### src/rtl/multirotor_motor_mixer_assert.svh
// assertion macros for the motor mixer, sampled on clock and disabled in reset
`ifndef MULTIROTOR_MOTOR_MIXER_ASSERT_SVH
`define MULTIROTOR_MOTOR_MIXER_ASSERT_SVH

// same-cycle implication
`define MMM_ASSERT_NOW(label, ante, cons, msg) \
   label: assert property (@(posedge clock) disable iff (reset) (ante) |-> (cons)) \
      else $error(msg);

// next-cycle implication
`define MMM_ASSERT_NEXT(label, ante, cons, msg) \
   label: assert property (@(posedge clock) disable iff (reset) (ante) |=> (cons)) \
      else $error(msg);

// fixed-latency implication
`define MMM_ASSERT_LATENCY(label, ante, n, cons, msg) \
   label: assert property (@(posedge clock) disable iff (reset) (ante) |-> ##n (cons)) \
      else $error(msg);

`endif

### src/rtl/mmm_pkg.sv
package mmm_pkg;

   localparam int NUM_MOTORS = 6;

   // motor and register values
   typedef logic [10:0] value_type;
   // mixed motor sums before limiting
   typedef logic signed [13:0] sum_type;
   // sums after excess removal
   typedef logic signed [14:0] adj_type;

   typedef enum logic [2:0] {
      FRAME_BI        = 3'd0,
      FRAME_TRI       = 3'd1,
      FRAME_QUAD_PLUS = 3'd2,
      FRAME_QUAD_X    = 3'd3,
      FRAME_Y4        = 3'd4,
      FRAME_Y6        = 3'd5,
      FRAME_HEX_PLUS  = 3'd6,
      FRAME_HEX_X     = 3'd7
   } frame_type_type;

   typedef enum logic [2:0] {
      CSR_FRAME_TYPE        = 3'd0,
      CSR_YAW_REVERSED      = 3'd1,
      CSR_MIN_THROTTLE      = 3'd2,
      CSR_MAX_THROTTLE      = 3'd3,
      CSR_MIN_COMMAND       = 3'd4,
      CSR_MIN_CHECK         = 3'd5,
      CSR_STOP_AT_LOW_STICK = 3'd6
   } csr_index_type;

   localparam frame_type_type FRAME_RESET        = FRAME_QUAD_X;
   localparam value_type      MIN_THROTTLE_RESET = 11'd1150;
   localparam value_type      MAX_THROTTLE_RESET = 11'd1850;
   localparam value_type      MIN_COMMAND_RESET  = 11'd1000;
   localparam value_type      MIN_CHECK_RESET    = 11'd1100;

   // base of the yaw correction limit
   localparam logic signed [11:0] YAW_LIMIT_BASE = 12'sd100;

   // floor(a/3) == (a * DIV3_RECIP) >> DIV3_SHIFT for a below 2**17
   localparam logic [15:0] DIV3_RECIP = 16'd43691;
   localparam int          DIV3_SHIFT = 17;

endpackage

### src/rtl/multirotor_motor_mixer.sv
// multirotor motor mixer: one control sample in, six motor values out
// the result strobe comes out of the last of 7 register stages, the first of which takes start
// throughput: one sample per cycle except while busy after reset; the receiver cannot hold results off
// reset: synchronous, active high; clears the pipeline valid bits and loads the register
//   defaults; busy is a registered copy of reset, and csr_ready is low while busy is high
module multirotor_motor_mixer (
   input  logic                 clock,
   input  logic                 reset,
   // sample channel
   input  logic                 start,
   output logic                 busy,
   input  mmm_pkg::value_type   req_throttle_command,
   input  logic signed [9:0]    req_yaw_stick,
   input  logic signed [10:0]   req_roll_correction,
   input  logic signed [10:0]   req_pitch_correction,
   input  logic signed [10:0]   req_yaw_correction,
   input  mmm_pkg::value_type   req_throttle_stick,
   input  logic                 req_armed,
   // result channel
   output logic                 rsp_strobe,
   output mmm_pkg::value_type   rsp_motor_0,
   output mmm_pkg::value_type   rsp_motor_1,
   output mmm_pkg::value_type   rsp_motor_2,
   output mmm_pkg::value_type   rsp_motor_3,
   output mmm_pkg::value_type   rsp_motor_4,
   output mmm_pkg::value_type   rsp_motor_5,
   // register write channel
   input  logic                 csr_valid,
   output logic                 csr_ready,
   input  logic [2:0]           csr_index,
   input  mmm_pkg::value_type   csr_wdata
);
   import mmm_pkg::*;

   `include "multirotor_motor_mixer_assert.svh"

   // number of motors a frame drives
   function automatic logic [2:0] motor_count(frame_type_type frame);
      logic [2:0] n;
      case (frame)
         FRAME_BI:                                n = 3'd2;
         FRAME_TRI:                               n = 3'd3;
         FRAME_QUAD_PLUS, FRAME_QUAD_X, FRAME_Y4: n = 3'd4;
         default:                                 n = 3'd6;
      endcase
      return n;
   endfunction

   // magnitude and sign back to a signed sum term
   function automatic sum_type apply_sign(value_type mag, logic neg);
      sum_type v;
      v = $signed({3'b000, mag});
      return neg ? -v : v;
   endfunction

   function automatic sum_type max2(sum_type a, sum_type b);
      return (a > b) ? a : b;
   endfunction

   // ------------------------------------------------------------------
   // configuration registers
   // ------------------------------------------------------------------
   frame_type_type frame_type_ff;
   logic           yaw_reversed_ff;
   value_type      min_throttle_ff;
   value_type      max_throttle_ff;
   value_type      min_command_ff;
   value_type      min_check_ff;
   logic           stop_at_low_stick_ff;
   logic           busy_ff;

   logic csr_write;
   logic pipe_active;

   assign busy      = busy_ff;
   assign csr_ready = ~busy_ff & ~pipe_active;
   assign csr_write = csr_valid & csr_ready;

   // register writes, taken only while the pipeline is idle
   always_ff @(posedge clock) begin
      if (reset) begin
         frame_type_ff        <= FRAME_RESET;
         yaw_reversed_ff      <= 1'b0;
         min_throttle_ff      <= MIN_THROTTLE_RESET;
         max_throttle_ff      <= MAX_THROTTLE_RESET;
         min_command_ff       <= MIN_COMMAND_RESET;
         min_check_ff         <= MIN_CHECK_RESET;
         stop_at_low_stick_ff <= 1'b0;
      end else if (csr_write) begin
         case (csr_index)
            CSR_FRAME_TYPE:        frame_type_ff        <= frame_type_type'(csr_wdata[2:0]);
            CSR_YAW_REVERSED:      yaw_reversed_ff      <= csr_wdata[0];
            CSR_MIN_THROTTLE:      min_throttle_ff      <= csr_wdata;
            CSR_MAX_THROTTLE:      max_throttle_ff      <= csr_wdata;
            CSR_MIN_COMMAND:       min_command_ff       <= csr_wdata;
            CSR_MIN_CHECK:         min_check_ff         <= csr_wdata;
            CSR_STOP_AT_LOW_STICK: stop_at_low_stick_ff <= csr_wdata[0];
            default: ;
         endcase
      end
   end

   // busy only right after reset
   always_ff @(posedge clock) begin
      busy_ff <= reset;
   end

   // ------------------------------------------------------------------
   // pipeline valid bits
   // ------------------------------------------------------------------
   logic v0_ff, v1_ff, v2_ff, v3_ff, v4_ff, v5_ff, rsp_strobe_ff;
   logic v0_in;

   assign v0_in = start & ~busy_ff;

   // any beat still in a stage that reads the registers
   assign pipe_active = v0_ff | v1_ff | v2_ff | v3_ff | v4_ff | v5_ff;

   always_ff @(posedge clock) begin
      if (reset) begin
         v0_ff         <= 1'b0;
         v1_ff         <= 1'b0;
         v2_ff         <= 1'b0;
         v3_ff         <= 1'b0;
         v4_ff         <= 1'b0;
         v5_ff         <= 1'b0;
         rsp_strobe_ff <= 1'b0;
      end else begin
         v0_ff         <= v0_in;
         v1_ff         <= v0_ff;
         v2_ff         <= v1_ff;
         v3_ff         <= v2_ff;
         v4_ff         <= v3_ff;
         v5_ff         <= v4_ff;
         rsp_strobe_ff <= v5_ff;
      end
   end

   assign rsp_strobe = rsp_strobe_ff;

   // ------------------------------------------------------------------
   // stage 0: input beat capture
   // ------------------------------------------------------------------
   value_type          thr0_ff;
   logic signed [9:0]  ystick0_ff;
   logic signed [10:0] roll0_ff;
   logic signed [10:0] pitch0_ff;
   logic signed [10:0] yaw0_ff;
   value_type          stick0_ff;
   logic               armed0_ff;

   always_ff @(posedge clock) begin
      if (v0_in) begin
         thr0_ff    <= req_throttle_command;
         ystick0_ff <= req_yaw_stick;
         roll0_ff   <= req_roll_correction;
         pitch0_ff  <= req_pitch_correction;
         yaw0_ff    <= req_yaw_correction;
         stick0_ff  <= req_throttle_stick;
         armed0_ff  <= req_armed;
      end
   end

   // ------------------------------------------------------------------
   // stage 1: yaw limit and sign, correction magnitudes
   // ------------------------------------------------------------------
   logic [9:0]         ystick_abs;
   logic signed [11:0] yaw_lim;
   logic signed [11:0] yaw_ext;
   logic signed [11:0] yaw_lim_c;
   logic signed [11:0] yaw1_in;
   value_type          roll_abs1_in;
   value_type          pitch_abs1_in;
   logic [12:0]        roll7_1_in;
   logic [12:0]        pitch7_1_in;

   assign ystick_abs    = ystick0_ff[9] ? (~ystick0_ff + 10'd1) : ystick0_ff;
   assign yaw_lim       = $signed({2'b00, ystick_abs}) + YAW_LIMIT_BASE;
   assign yaw_ext       = $signed({yaw0_ff[10], yaw0_ff});
   assign roll_abs1_in  = roll0_ff[10]  ? (~roll0_ff  + 11'd1) : roll0_ff;
   assign pitch_abs1_in = pitch0_ff[10] ? (~pitch0_ff + 11'd1) : pitch0_ff;
   assign roll7_1_in    = 13'({2'b00, roll_abs1_in, 3'b000} - {5'b00000, roll_abs1_in});
   assign pitch7_1_in   = 13'({2'b00, pitch_abs1_in, 3'b000} - {5'b00000, pitch_abs1_in});

   // frames with four or more motors limit yaw, then apply the direction sign
   always_comb begin
      yaw_lim_c = yaw_ext;
      if (motor_count(frame_type_ff) > 3'd3) begin
         if (yaw_ext > yaw_lim) begin
            yaw_lim_c = yaw_lim;
         end else if (yaw_ext < -yaw_lim) begin
            yaw_lim_c = -yaw_lim;
         end
      end
      yaw1_in = yaw_reversed_ff ? -yaw_lim_c : yaw_lim_c;
   end

   value_type          thr1_ff;
   value_type          stick1_ff;
   logic               armed1_ff;
   logic signed [11:0] yaw1_ff;
   value_type          roll_abs1_ff;
   value_type          pitch_abs1_ff;
   logic               roll_neg1_ff;
   logic               pitch_neg1_ff;
   logic [12:0]        roll7_1_ff;
   logic [12:0]        pitch7_1_ff;

   always_ff @(posedge clock) begin
      thr1_ff       <= thr0_ff;
      stick1_ff     <= stick0_ff;
      armed1_ff     <= armed0_ff;
      yaw1_ff       <= yaw1_in;
      roll_abs1_ff  <= roll_abs1_in;
      pitch_abs1_ff <= pitch_abs1_in;
      roll_neg1_ff  <= roll0_ff[10];
      pitch_neg1_ff <= pitch0_ff[10];
      roll7_1_ff    <= roll7_1_in;
      pitch7_1_ff   <= pitch7_1_in;
   end

   // ------------------------------------------------------------------
   // stage 2: fractional coefficient magnitudes (truncating toward zero)
   // ------------------------------------------------------------------
   logic [28:0] prod43;
   logic [28:0] prod23;

   // divide by three through the reciprocal
   assign prod43 = 29'({pitch_abs1_ff, 2'b00}) * 29'(DIV3_RECIP);
   assign prod23 = 29'({pitch_abs1_ff, 1'b0}) * 29'(DIV3_RECIP);

   value_type          thr2_ff;
   value_type          stick2_ff;
   logic               armed2_ff;
   logic signed [11:0] yaw2_ff;
   logic               roll_neg2_ff;
   logic               pitch_neg2_ff;
   value_type          r1_2_ff, r78_2_ff, r12_2_ff;
   value_type          p1_2_ff, p43_2_ff, p23_2_ff, p78_2_ff, p12_2_ff;

   always_ff @(posedge clock) begin
      thr2_ff       <= thr1_ff;
      stick2_ff     <= stick1_ff;
      armed2_ff     <= armed1_ff;
      yaw2_ff       <= yaw1_ff;
      roll_neg2_ff  <= roll_neg1_ff;
      pitch_neg2_ff <= pitch_neg1_ff;
      r1_2_ff       <= roll_abs1_ff;
      r78_2_ff      <= {1'b0, roll7_1_ff[12:3]};
      r12_2_ff      <= {1'b0, roll_abs1_ff[10:1]};
      p1_2_ff       <= pitch_abs1_ff;
      p43_2_ff      <= 11'(prod43 >> DIV3_SHIFT);
      p23_2_ff      <= 11'(prod23 >> DIV3_SHIFT);
      p78_2_ff      <= {1'b0, pitch7_1_ff[12:3]};
      p12_2_ff      <= {1'b0, pitch_abs1_ff[10:1]};
   end

   // ------------------------------------------------------------------
   // stage 3: per-frame mixing
   // ------------------------------------------------------------------
   sum_type thr_s, y_s;
   sum_type r_s, r78_s, r12_s;
   sum_type p_s, p43_s, p23_s, p78_s, p12_s;
   sum_type m3_in [NUM_MOTORS];

   assign thr_s = $signed({3'b000, thr2_ff});
   assign y_s   = $signed({{2{yaw2_ff[11]}}, yaw2_ff});
   assign r_s   = apply_sign(r1_2_ff,  roll_neg2_ff);
   assign r78_s = apply_sign(r78_2_ff, roll_neg2_ff);
   assign r12_s = apply_sign(r12_2_ff, roll_neg2_ff);
   assign p_s   = apply_sign(p1_2_ff,  pitch_neg2_ff);
   assign p43_s = apply_sign(p43_2_ff, pitch_neg2_ff);
   assign p23_s = apply_sign(p23_2_ff, pitch_neg2_ff);
   assign p78_s = apply_sign(p78_2_ff, pitch_neg2_ff);
   assign p12_s = apply_sign(p12_2_ff, pitch_neg2_ff);

   always_comb begin
      for (int i = 0; i < NUM_MOTORS; i++) begin
         m3_in[i] = '0;
      end
      case (frame_type_ff)
         FRAME_BI: begin
            m3_in[0] = thr_s + r_s;
            m3_in[1] = thr_s - r_s;
         end
         FRAME_TRI: begin
            m3_in[0] = thr_s + p43_s;
            m3_in[1] = thr_s - r_s - p23_s;
            m3_in[2] = thr_s + r_s - p23_s;
         end
         FRAME_QUAD_PLUS: begin
            m3_in[0] = thr_s + p_s - y_s;
            m3_in[1] = thr_s - r_s + y_s;
            m3_in[2] = thr_s + r_s + y_s;
            m3_in[3] = thr_s - p_s - y_s;
         end
         FRAME_QUAD_X: begin
            m3_in[0] = thr_s - r_s + p_s - y_s;
            m3_in[1] = thr_s - r_s - p_s + y_s;
            m3_in[2] = thr_s + r_s + p_s + y_s;
            m3_in[3] = thr_s + r_s - p_s - y_s;
         end
         FRAME_Y4: begin
            m3_in[0] = thr_s + p_s - y_s;
            m3_in[1] = thr_s - r_s - p_s;
            m3_in[2] = thr_s + p_s + y_s;
            m3_in[3] = thr_s + r_s - p_s;
         end
         FRAME_Y6: begin
            m3_in[0] = thr_s + p43_s + y_s;
            m3_in[1] = thr_s - r_s - p23_s - y_s;
            m3_in[2] = thr_s + r_s - p23_s - y_s;
            m3_in[3] = thr_s + p43_s - y_s;
            m3_in[4] = thr_s - r_s - p23_s + y_s;
            m3_in[5] = thr_s + r_s - p23_s + y_s;
         end
         FRAME_HEX_PLUS: begin
            m3_in[0] = thr_s - r78_s + p12_s + y_s;
            m3_in[1] = thr_s - r78_s - p12_s - y_s;
            m3_in[2] = thr_s + r78_s + p12_s + y_s;
            m3_in[3] = thr_s + r78_s - p12_s - y_s;
            m3_in[4] = thr_s - p_s + y_s;
            m3_in[5] = thr_s + p_s - y_s;
         end
         FRAME_HEX_X: begin
            m3_in[0] = thr_s - r12_s + p78_s + y_s;
            m3_in[1] = thr_s - r12_s - p78_s + y_s;
            m3_in[2] = thr_s + r12_s + p78_s - y_s;
            m3_in[3] = thr_s + r12_s - p78_s - y_s;
            m3_in[4] = thr_s - r_s - y_s;
            m3_in[5] = thr_s + r_s + y_s;
         end
         default: ;
      endcase
   end

   sum_type   m3_ff [NUM_MOTORS];
   value_type stick3_ff;
   logic      armed3_ff;

   always_ff @(posedge clock) begin
      m3_ff     <= m3_in;
      stick3_ff <= stick2_ff;
      armed3_ff <= armed2_ff;
   end

   // ------------------------------------------------------------------
   // stage 4: pairwise maximum over the used motors
   // ------------------------------------------------------------------
   logic [2:0] n_motors;
   sum_type    pmax01_in, pmax23_in, pmax45_in;

   assign n_motors = motor_count(frame_type_ff);

   // unused slots take motor 0, which never changes the maximum
   always_comb begin
      pmax01_in = max2(m3_ff[0], m3_ff[1]);
      if (n_motors > 3'd3) begin
         pmax23_in = max2(m3_ff[2], m3_ff[3]);
      end else if (n_motors > 3'd2) begin
         pmax23_in = m3_ff[2];
      end else begin
         pmax23_in = m3_ff[0];
      end
      pmax45_in = (n_motors > 3'd4) ? max2(m3_ff[4], m3_ff[5]) : m3_ff[0];
   end

   sum_type   m4_ff [NUM_MOTORS];
   sum_type   pmax01_ff, pmax23_ff, pmax45_ff;
   value_type stick4_ff;
   logic      armed4_ff;

   always_ff @(posedge clock) begin
      m4_ff     <= m3_ff;
      pmax01_ff <= pmax01_in;
      pmax23_ff <= pmax23_in;
      pmax45_ff <= pmax45_in;
      stick4_ff <= stick3_ff;
      armed4_ff <= armed3_ff;
   end

   // ------------------------------------------------------------------
   // stage 5: overall maximum and excess over max throttle
   // ------------------------------------------------------------------
   sum_type mx;
   sum_type max_ext;
   sum_type excess5_in;

   assign mx         = max2(max2(pmax01_ff, pmax23_ff), pmax45_ff);
   assign max_ext    = $signed({3'b000, max_throttle_ff});
   assign excess5_in = (mx > max_ext) ? (mx - max_ext) : '0;

   sum_type   m5_ff [NUM_MOTORS];
   sum_type   excess5_ff;
   value_type stick5_ff;
   logic      armed5_ff;

   always_ff @(posedge clock) begin
      m5_ff      <= m4_ff;
      excess5_ff <= excess5_in;
      stick5_ff  <= stick4_ff;
      armed5_ff  <= armed4_ff;
   end

   // ------------------------------------------------------------------
   // stage 6: excess removal, clamp, stick and arming overrides
   // ------------------------------------------------------------------
   adj_type   adj_val [NUM_MOTORS];
   adj_type   min_adj, max_adj;
   logic      low_stick;
   value_type idle_val;
   value_type motor_in [NUM_MOTORS];

   assign min_adj   = $signed({4'b0000, min_throttle_ff});
   assign max_adj   = $signed({4'b0000, max_throttle_ff});
   assign low_stick = stick5_ff < min_check_ff;
   assign idle_val  = stop_at_low_stick_ff ? min_command_ff : min_throttle_ff;

   always_comb begin
      for (int i = 0; i < NUM_MOTORS; i++) begin
         adj_val[i] = $signed({m5_ff[i][13], m5_ff[i]})
                    - $signed({excess5_ff[13], excess5_ff});
         if (3'(i) >= n_motors) begin
            motor_in[i] = '0;
         end else if (!armed5_ff) begin
            motor_in[i] = min_command_ff;
         end else if (low_stick) begin
            motor_in[i] = idle_val;
         end else if (adj_val[i] < min_adj) begin
            motor_in[i] = min_throttle_ff;
         end else if (adj_val[i] > max_adj) begin
            motor_in[i] = max_throttle_ff;
         end else begin
            motor_in[i] = adj_val[i][10:0];
         end
      end
   end

   value_type motor_ff [NUM_MOTORS];

   always_ff @(posedge clock) begin
      motor_ff <= motor_in;
   end

   assign rsp_motor_0 = motor_ff[0];
   assign rsp_motor_1 = motor_ff[1];
   assign rsp_motor_2 = motor_ff[2];
   assign rsp_motor_3 = motor_ff[3];
   assign rsp_motor_4 = motor_ff[4];
   assign rsp_motor_5 = motor_ff[5];

   // ------------------------------------------------------------------
   // assertions
   // ------------------------------------------------------------------
   // every accepted beat leaves the pipeline after the fixed latency
   `MMM_ASSERT_LATENCY(a_fixed_latency, start && !busy, 7, rsp_strobe, "result beat missing")
   // a disarmed sample always drives min command on the first motor
   `MMM_ASSERT_NEXT(a_disarmed_idle, v5_ff && !armed5_ff, rsp_motor_0 == $past(min_command_ff), "disarmed motor not at min command")
   // excess removal never leaves motor 0 above max throttle
   `MMM_ASSERT_NEXT(a_excess_removed, v4_ff, adj_val[0] <= $signed($past(max_adj)), "excess not removed")

endmodule

### config.mk
export PLATFORM = sky130hd
export DESIGN_NAME = multirotor_motor_mixer
export DESIGN_NICKNAME = d
export VERILOG_FILES = /design/src/rtl/mmm_pkg.sv /design/src/rtl/multirotor_motor_mixer.sv
export VERILOG_INCLUDE_DIRS = /design/src /design/src/rtl
export SDC_FILE = /design/constraint.sdc
export NUM_CORES = 2
export LEC_CHECK = 0
export ABC_AREA = 0
export BUFFER_PORTS_ARGS = -buffer_cell sky130_fd_sc_hd__buf_2
export CORE_MARGIN = 4
export CORE_UTILIZATION = 50
export CTS_CLUSTER_SIZE = 12
export DETAILED_ROUTE_END_ITERATION = 7
export PLACE_DENSITY = 0.7
export REMOVE_ABC_BUFFERS = 1
export SYNTH_ARGS = -nofsm -noshare
export SYNTH_HDL_FRONTEND = slang
export SYNTH_SLANG_ARGS = --single-unit
### constraint.sdc
create_clock -name clock -period 9 [get_ports clock]
set_clock_uncertainty 0.1 [all_clocks]
set_input_delay 0 -clock clock [delete_from_list [all_inputs] [get_ports clock]]
set_output_delay 0 -clock clock [all_outputs]
set_load 0.01 [all_outputs]
-- Word-level counts from Yosys, hierarchy flattened
Cells that the tools add are included.
- output and inout bits: 69
- bits in writable memories: 0
- memories: 0
- flip-flop bits (word level): 739
- input bits: 84
- memory bits (read-only): 0
- latch bits: 0
- word-level logic and storage cells: 272
- multiply operators: 2
- equal/unequal tests: 13
- shifts and indexed selects: 0
- bitwise gates (word level): 13
- $lt $le $gt $ge: 30
- $add $sub $neg: 71
- mux-type cells: 53
- divide/modulo/power cells: 0
- reductions and logical operators: 10
- operators with widths (kind ; count):
    $mux 11 ; 27
    $mux 14 ; 16
    $pmux 28 s8 ; 1
    $add 14x12->14 ; 13
    $sub 14x12->14 ; 12
    $sub 14x14->14 ; 8
    $pmux 14 s7 ; 1
    $gt 15x12->1 ; 6
    $lt 15x12->1 ; 6
    $sub 14x14->15 ; 6
    $add 14x14->14 ; 6
    $pmux 14 s6 ; 1
    $pmux 28 s3 ; 1
    $add 12x14->14 ; 5
    $gt 14x14->1 ; 5
    $neg 10->14 ; 4
    $neg 11->14 ; 4
    $sub 12x14->14 ; 4
    $mux 12 ; 4
    $mul 11x16->27 const B ; 1
    $mul 11x16->26 const B ; 1
    $sub 13x11->13 ; 2
    $add 11x1->11 const B ; 2
    $not 11->11 ; 2
    26 further kinds ; 54

-- Longest topological paths before layout
- depth after elaboration: 11
- mapped depth: 36
- depth with buffers taken out: 33

-- Worst setup path before layout
OpenSTA, ideal clock, no wires.
- path type: reg2reg
- from: register pmax23_ff[3]
- to: register excess5_ff[10]
- library setup time: 128 ps
- path slack: 2130 ps
- period minus slack after synthesis: 6870 ps
- data arrival time: 6643 ps
- stages on the path, launching flop included: 36
- required time: 8772 ps
- buffers on the path: 3
- path through: dfxtp_1 -> inv_1 -> ha_1 -> a21o_1 -> a21oi_1 -> o221ai_1 -> a21oi_1 -> nand2_1 -> o31ai_1 -> clkbuf_1 -> mux2_2 -> ha_1 -> a21oi_1 -> nor2b_1 -> o21ai_0 -> nand2b_1 -> a21oi_1 -> o21ai_0 -> o21ai_1 -> clkbuf_1 -> nor2_1 -> a21oi_1 -> ha_1 -> fa_1 -> nor2b_1 -> o21ai_0 -> nand2b_1 -> a21o_1 -> a21o_1 -> a31oi_1 -> o21ai_0 -> a21oi_1 -> a41oi_1 -> o21ai_0 -> clkbuf_1 -> nor2_1
- longest elaborated chain between the ends: 5
- elaborated cells on any way between the ends: 6
- those cells by class: 1 x add/sub; 3 x order compare; 2 x mux
- RTL lines (what ; line ; source):
    start, declared ; multirotor_motor_mixer.sv:369 ; sum_type pmax01_ff, pmax23_ff, pmax45_ff;
    start signal, assigned ; multirotor_motor_mixer.sv:376 ; pmax23_ff <= pmax23_in;
    $gt 14x14->1 ; multirotor_motor_mixer.sv:57 ; return (a > b) ? a : b;
    $mux 14 (*) ; multirotor_motor_mixer.sv:57 ;
    $gt 14x14->1 ; multirotor_motor_mixer.sv:57 ;
    $mux 14 (*) ; multirotor_motor_mixer.sv:57 ;
    $sub 14x11->14 / $gt 14x12->1 (equally long branches) ; multirotor_motor_mixer.sv:391 ; assign excess5_in = (mx > max_ext) ? (mx - max_ext) : '0;
    end signal, assigned ; multirotor_motor_mixer.sv:400 ; excess5_ff <= excess5_in;
    end, declared ; multirotor_motor_mixer.sv:394 ; sum_type excess5_ff;
Every way passes the cells marked *; elsewhere a longest branch is shown, timed or not.
A chain may end at the register's enable or synchronous reset.

-- Worst setup path after layout
- from: register ystick0_ff[0]
- to: register yaw1_ff[8]
- longest elaborated chain between the ends: 11
- elaborated cells on any way between the ends: 12
- those cells by class: 4 x add/sub; 2 x order compare; 5 x mux; 1 x bitwise
- RTL lines (what ; line ; source):
    start, declared ; multirotor_motor_mixer.sv:145 ; logic signed [9:0] ystick0_ff;
    start signal, assigned ; multirotor_motor_mixer.sv:155 ; ystick0_ff <= req_yaw_stick;
    $not 10->10 ; multirotor_motor_mixer.sv:177 ; assign ystick_abs = ystick0_ff[9] ? (~ystick0_ff + 10'd1) : ystick0_ff;
    $add 10x1->10 ; multirotor_motor_mixer.sv:177 ;
    $mux 10 (*) ; multirotor_motor_mixer.sv:177 ;
    $add 10x7->11 (*) ; multirotor_motor_mixer.sv:178 ; assign yaw_lim = $signed({2'b00, ystick_abs}) + YAW_LIMIT_BASE;
    $neg 11->12 ; multirotor_motor_mixer.sv:191, multirotor_motor_mixer.sv:192 ;
    $lt 11x12->1 ; multirotor_motor_mixer.sv:191 ; end else if (yaw_ext < -yaw_lim) begin
    $mux 12 ; multirotor_motor_mixer.sv:191 ;
    $mux 12 (*) ; multirotor_motor_mixer.sv:189 ; if (yaw_ext > yaw_lim) begin
    $mux 12 (*) ; multirotor_motor_mixer.sv:188 ; if (motor_count(frame_type_ff) > 3'd3) begin
    $neg 12->12 ; multirotor_motor_mixer.sv:195 ; yaw1_in = yaw_reversed_ff ? -yaw_lim_c : yaw_lim_c;
    $mux 12 (*) ; multirotor_motor_mixer.sv:195 ;
    net yaw1_in[8] ; multirotor_motor_mixer.sv:171 ; logic signed [11:0] yaw1_in;
    end signal, assigned ; multirotor_motor_mixer.sv:213 ; yaw1_ff <= yaw1_in;
    end, declared ; multirotor_motor_mixer.sv:201 ; logic signed [11:0] yaw1_ff;
Mark *: on every way through the listed nets, which the timed path passes. The rest lies on a longest branch.

==> metrics.txt <==
slew margin rel. 0.201; # IOs 153; Final Max Slew Viols 0; Multi-input gate area 0.0408 mm^2; first-pass GRT wire length 327000 um; Worst setup SP type register; htree depth 3; DRT Pass-1 Iters 6; DIE AREA roughly 0.12 mm^2; DR vias/cell about 6; DRC viols 0; CTS tree yes; register area share after synthesis 0.252; initial antenna violation count 11; placer congestion estimate 1.08; synthesized area around 0.059 mm^2; die height 350 um; Worst Tran Pin Value 1.20 ns; CTS Buffer Depth 3; Setup crit end kind register; synthesized flop and latch total 703; number of I/O port buffers between 150 and 200; clk root buf clkbuf_16; CP Max Fanout 14; TritonCTS sink count 703; Cell variety after synth ~100; fill cell count 10500; Post-DP HPWL 180000 um; Worst Hold Class input pin to register; CTS resizes 0; Final Hold Fails 0; Final period util 0.829; Async S/R FF share, synth 0; CTS buffer count 77; clk_lat worst skew 0.70 ns; commonest non-fill, non-tap cell in the layout ha_1; core region area 0.116 mm^2; fmax 134 MHz; Critical Path RT 9.52 ns; starting density of the core 0.504; register area between 0.01 and 0.015 mm^2; YS warnings 0; syn avg cell area 8.76 um^2; setup TNS 0 ns; Post-CTS Setup Bufs 0; Post-synth EDFFs 66; Vias 52600; aggregate global-route resource usage 0.360; grt ovf 0; pin count of the biggest net entering global routing 63; vias in the first global route 51500; Worst Path Arrival roughly 8 ns; WL/cell about 26 um; fraction of layout cells with a size suffix above 1 0.0760; Syn Inst Count 6678; RSZ-0062 raised after global routing false; final critical-path required period 7.46 ns; Post-DRT Antenna Nets 0; most frequent cells in the layout ha_1 (851), inv_1 (638), dfxtp_1 (634); Main synth FF type dfxtp_1; status complete, no violations; die boundary width 350 um; Setup CP Type register to register; reg2reg path depth 25; Setup violations, final 0; Max Cap Viol 0; final net count 8145; Core Rows 125; hold path depth 3; Starting DRT DRC Count 5010; area delta synth->final 12.0%; CTS clk-pin slew, worst paths 0.06 ns; Routed WL 226000 um
-- path summary, 6_finish.rpt --
check                                              from                              end  slack, ns
worst max-delay path            ystick0_ff[0]$_DFFE_PP_               yaw1_ff[8]$_DFF_P_       1.54
worst min register to register        m4_ff[80]$_DFF_P_                m5_ff[80]$_DFF_P_       0.21
worst min-delay path                       csr_wdata[6]  min_throttle_ff[6]$_SDFFE_PP1P_       0.06
worst max register to register  ystick0_ff[0]$_DFFE_PP_               yaw1_ff[8]$_DFF_P_       1.54
-- repair_timing --
| action | CTS | global route |
|---|---|---|
| endpoints found under the setup margin | 0 | 0 |
| hold buffers | 154 | 0 |
| endpoints found under the hold margin | 127 | 0 |
-- layout make-up --
type / count / share of cell area
repair buffers: 415 / 0.0476
inverters: 642 / 0.0368
clock buffers: 107 / 0.0333
diodes: 3 / 0.000115
clock inverters: 24 / 0.00575
multi-input cells: 5166 / 0.622
flip-flops and latches: 703 / 0.225
well taps: 1524 / 0.0291
-- logic make-up (layout without fill, tap and decap cells) --
kind of cell | after synthesis | count (layout) | synth area share
mux | 148 | 148 | 0.0263
compound gates | 1808 | 1808 | 0.202
buf+inv | 810 | 1188 | 0.0524
fa+ha+maj | 1058 | 1058 | 0.252
simple gates | 1578 | 1578 | 0.128
flops | 703 | 703 | 0.252
xor+xnor | 572 | 572 | 0.0866
other cells | 1 | 5 | 0.0000641
-- registers in the layout, summed over array words and instances (netlist names), 12 cells and up --
name        cells
excess5_ff     14
m3_ff          84
m4_ff          84
m5_ff          84
pmax01_ff      14
pmax23_ff      14
pmax45_ff      14
yaw1_ff        12
yaw2_ff        12
-- synth_stat cells, drive strengths merged, types with 110 or more instances --
| cell | instances | area [um^2] |
|---|---|---|
| ha | 851 | 10600 |
| inv | 641 | 2410 |
| dfxtp | 637 | 12800 |
| nor2 | 495 | 1860 |
| a21oi | 471 | 2360 |
| xnor2 | 421 | 3700 |
| o21ai | 409 | 2050 |
| nand2 | 385 | 1450 |
| fa | 205 | 4100 |
| xor2 | 148 | 1300 |
| nor3 | 147 | 752 |
| clkbuf | 142 | 533 |
| a21o | 132 | 991 |
| mux2i | 112 | 1120 |
| nor2b | 110 | 688 |
-- stage by stage --
step                setup slack (ns)  hold WS (ns)  std cells  area (um^2)  utilization
global placement                1.89        0.0762       8296        61400        0.529
global route                   0.965        0.0669       8582        65500        0.564
floorplan                       1.05       -0.0723       6511        57900            -
CTS                             1.68        0.0274       8581        65500        0.564
finish                          1.54        0.0608       8584        65500        0.564
detailed placement              1.73        0.0781       8296        61400        0.529
-- critical path: stages, from the launching register on --
cell      delay (ns)
edfxtp_1        0.58
inv_1           0.19
ha_1            0.43
nor2_1          0.12
xnor2_1         0.52
inv_1           0.22
ha_1            0.34
xnor2_1         0.17
xnor2_1         0.46
and3_1          0.30
nand2_1         0.13
or2_2           0.34
xnor2_1         0.13
ha_1            0.29
o21ai_0         0.15
a21oi_1         0.08
o22ai_1         0.24
a21oi_1         0.13
a21oi_1         0.85
nor2_1          0.08
a21oi_1         0.23
ha_1            0.21
nand2_1         0.09
or4_1           0.59
o21ai_0         0.21
xor2_1          0.17
-- per-layer routing --
metal | GRT usage | share of wire | wire length (um)
met1 | 0.416 | 0.37 | 83600
met2 | 0.589 | 0.45 | 101000
met3 | 0.0676 | 0.084 | 19000
met4 | 0.279 | 0.095 | 21500
met5 | 0 | 0.00010 | 23
Power is left out: the tool's default activity adds up to more than one toggle a clock period on the data nets, which glitch-free logic cannot reach.
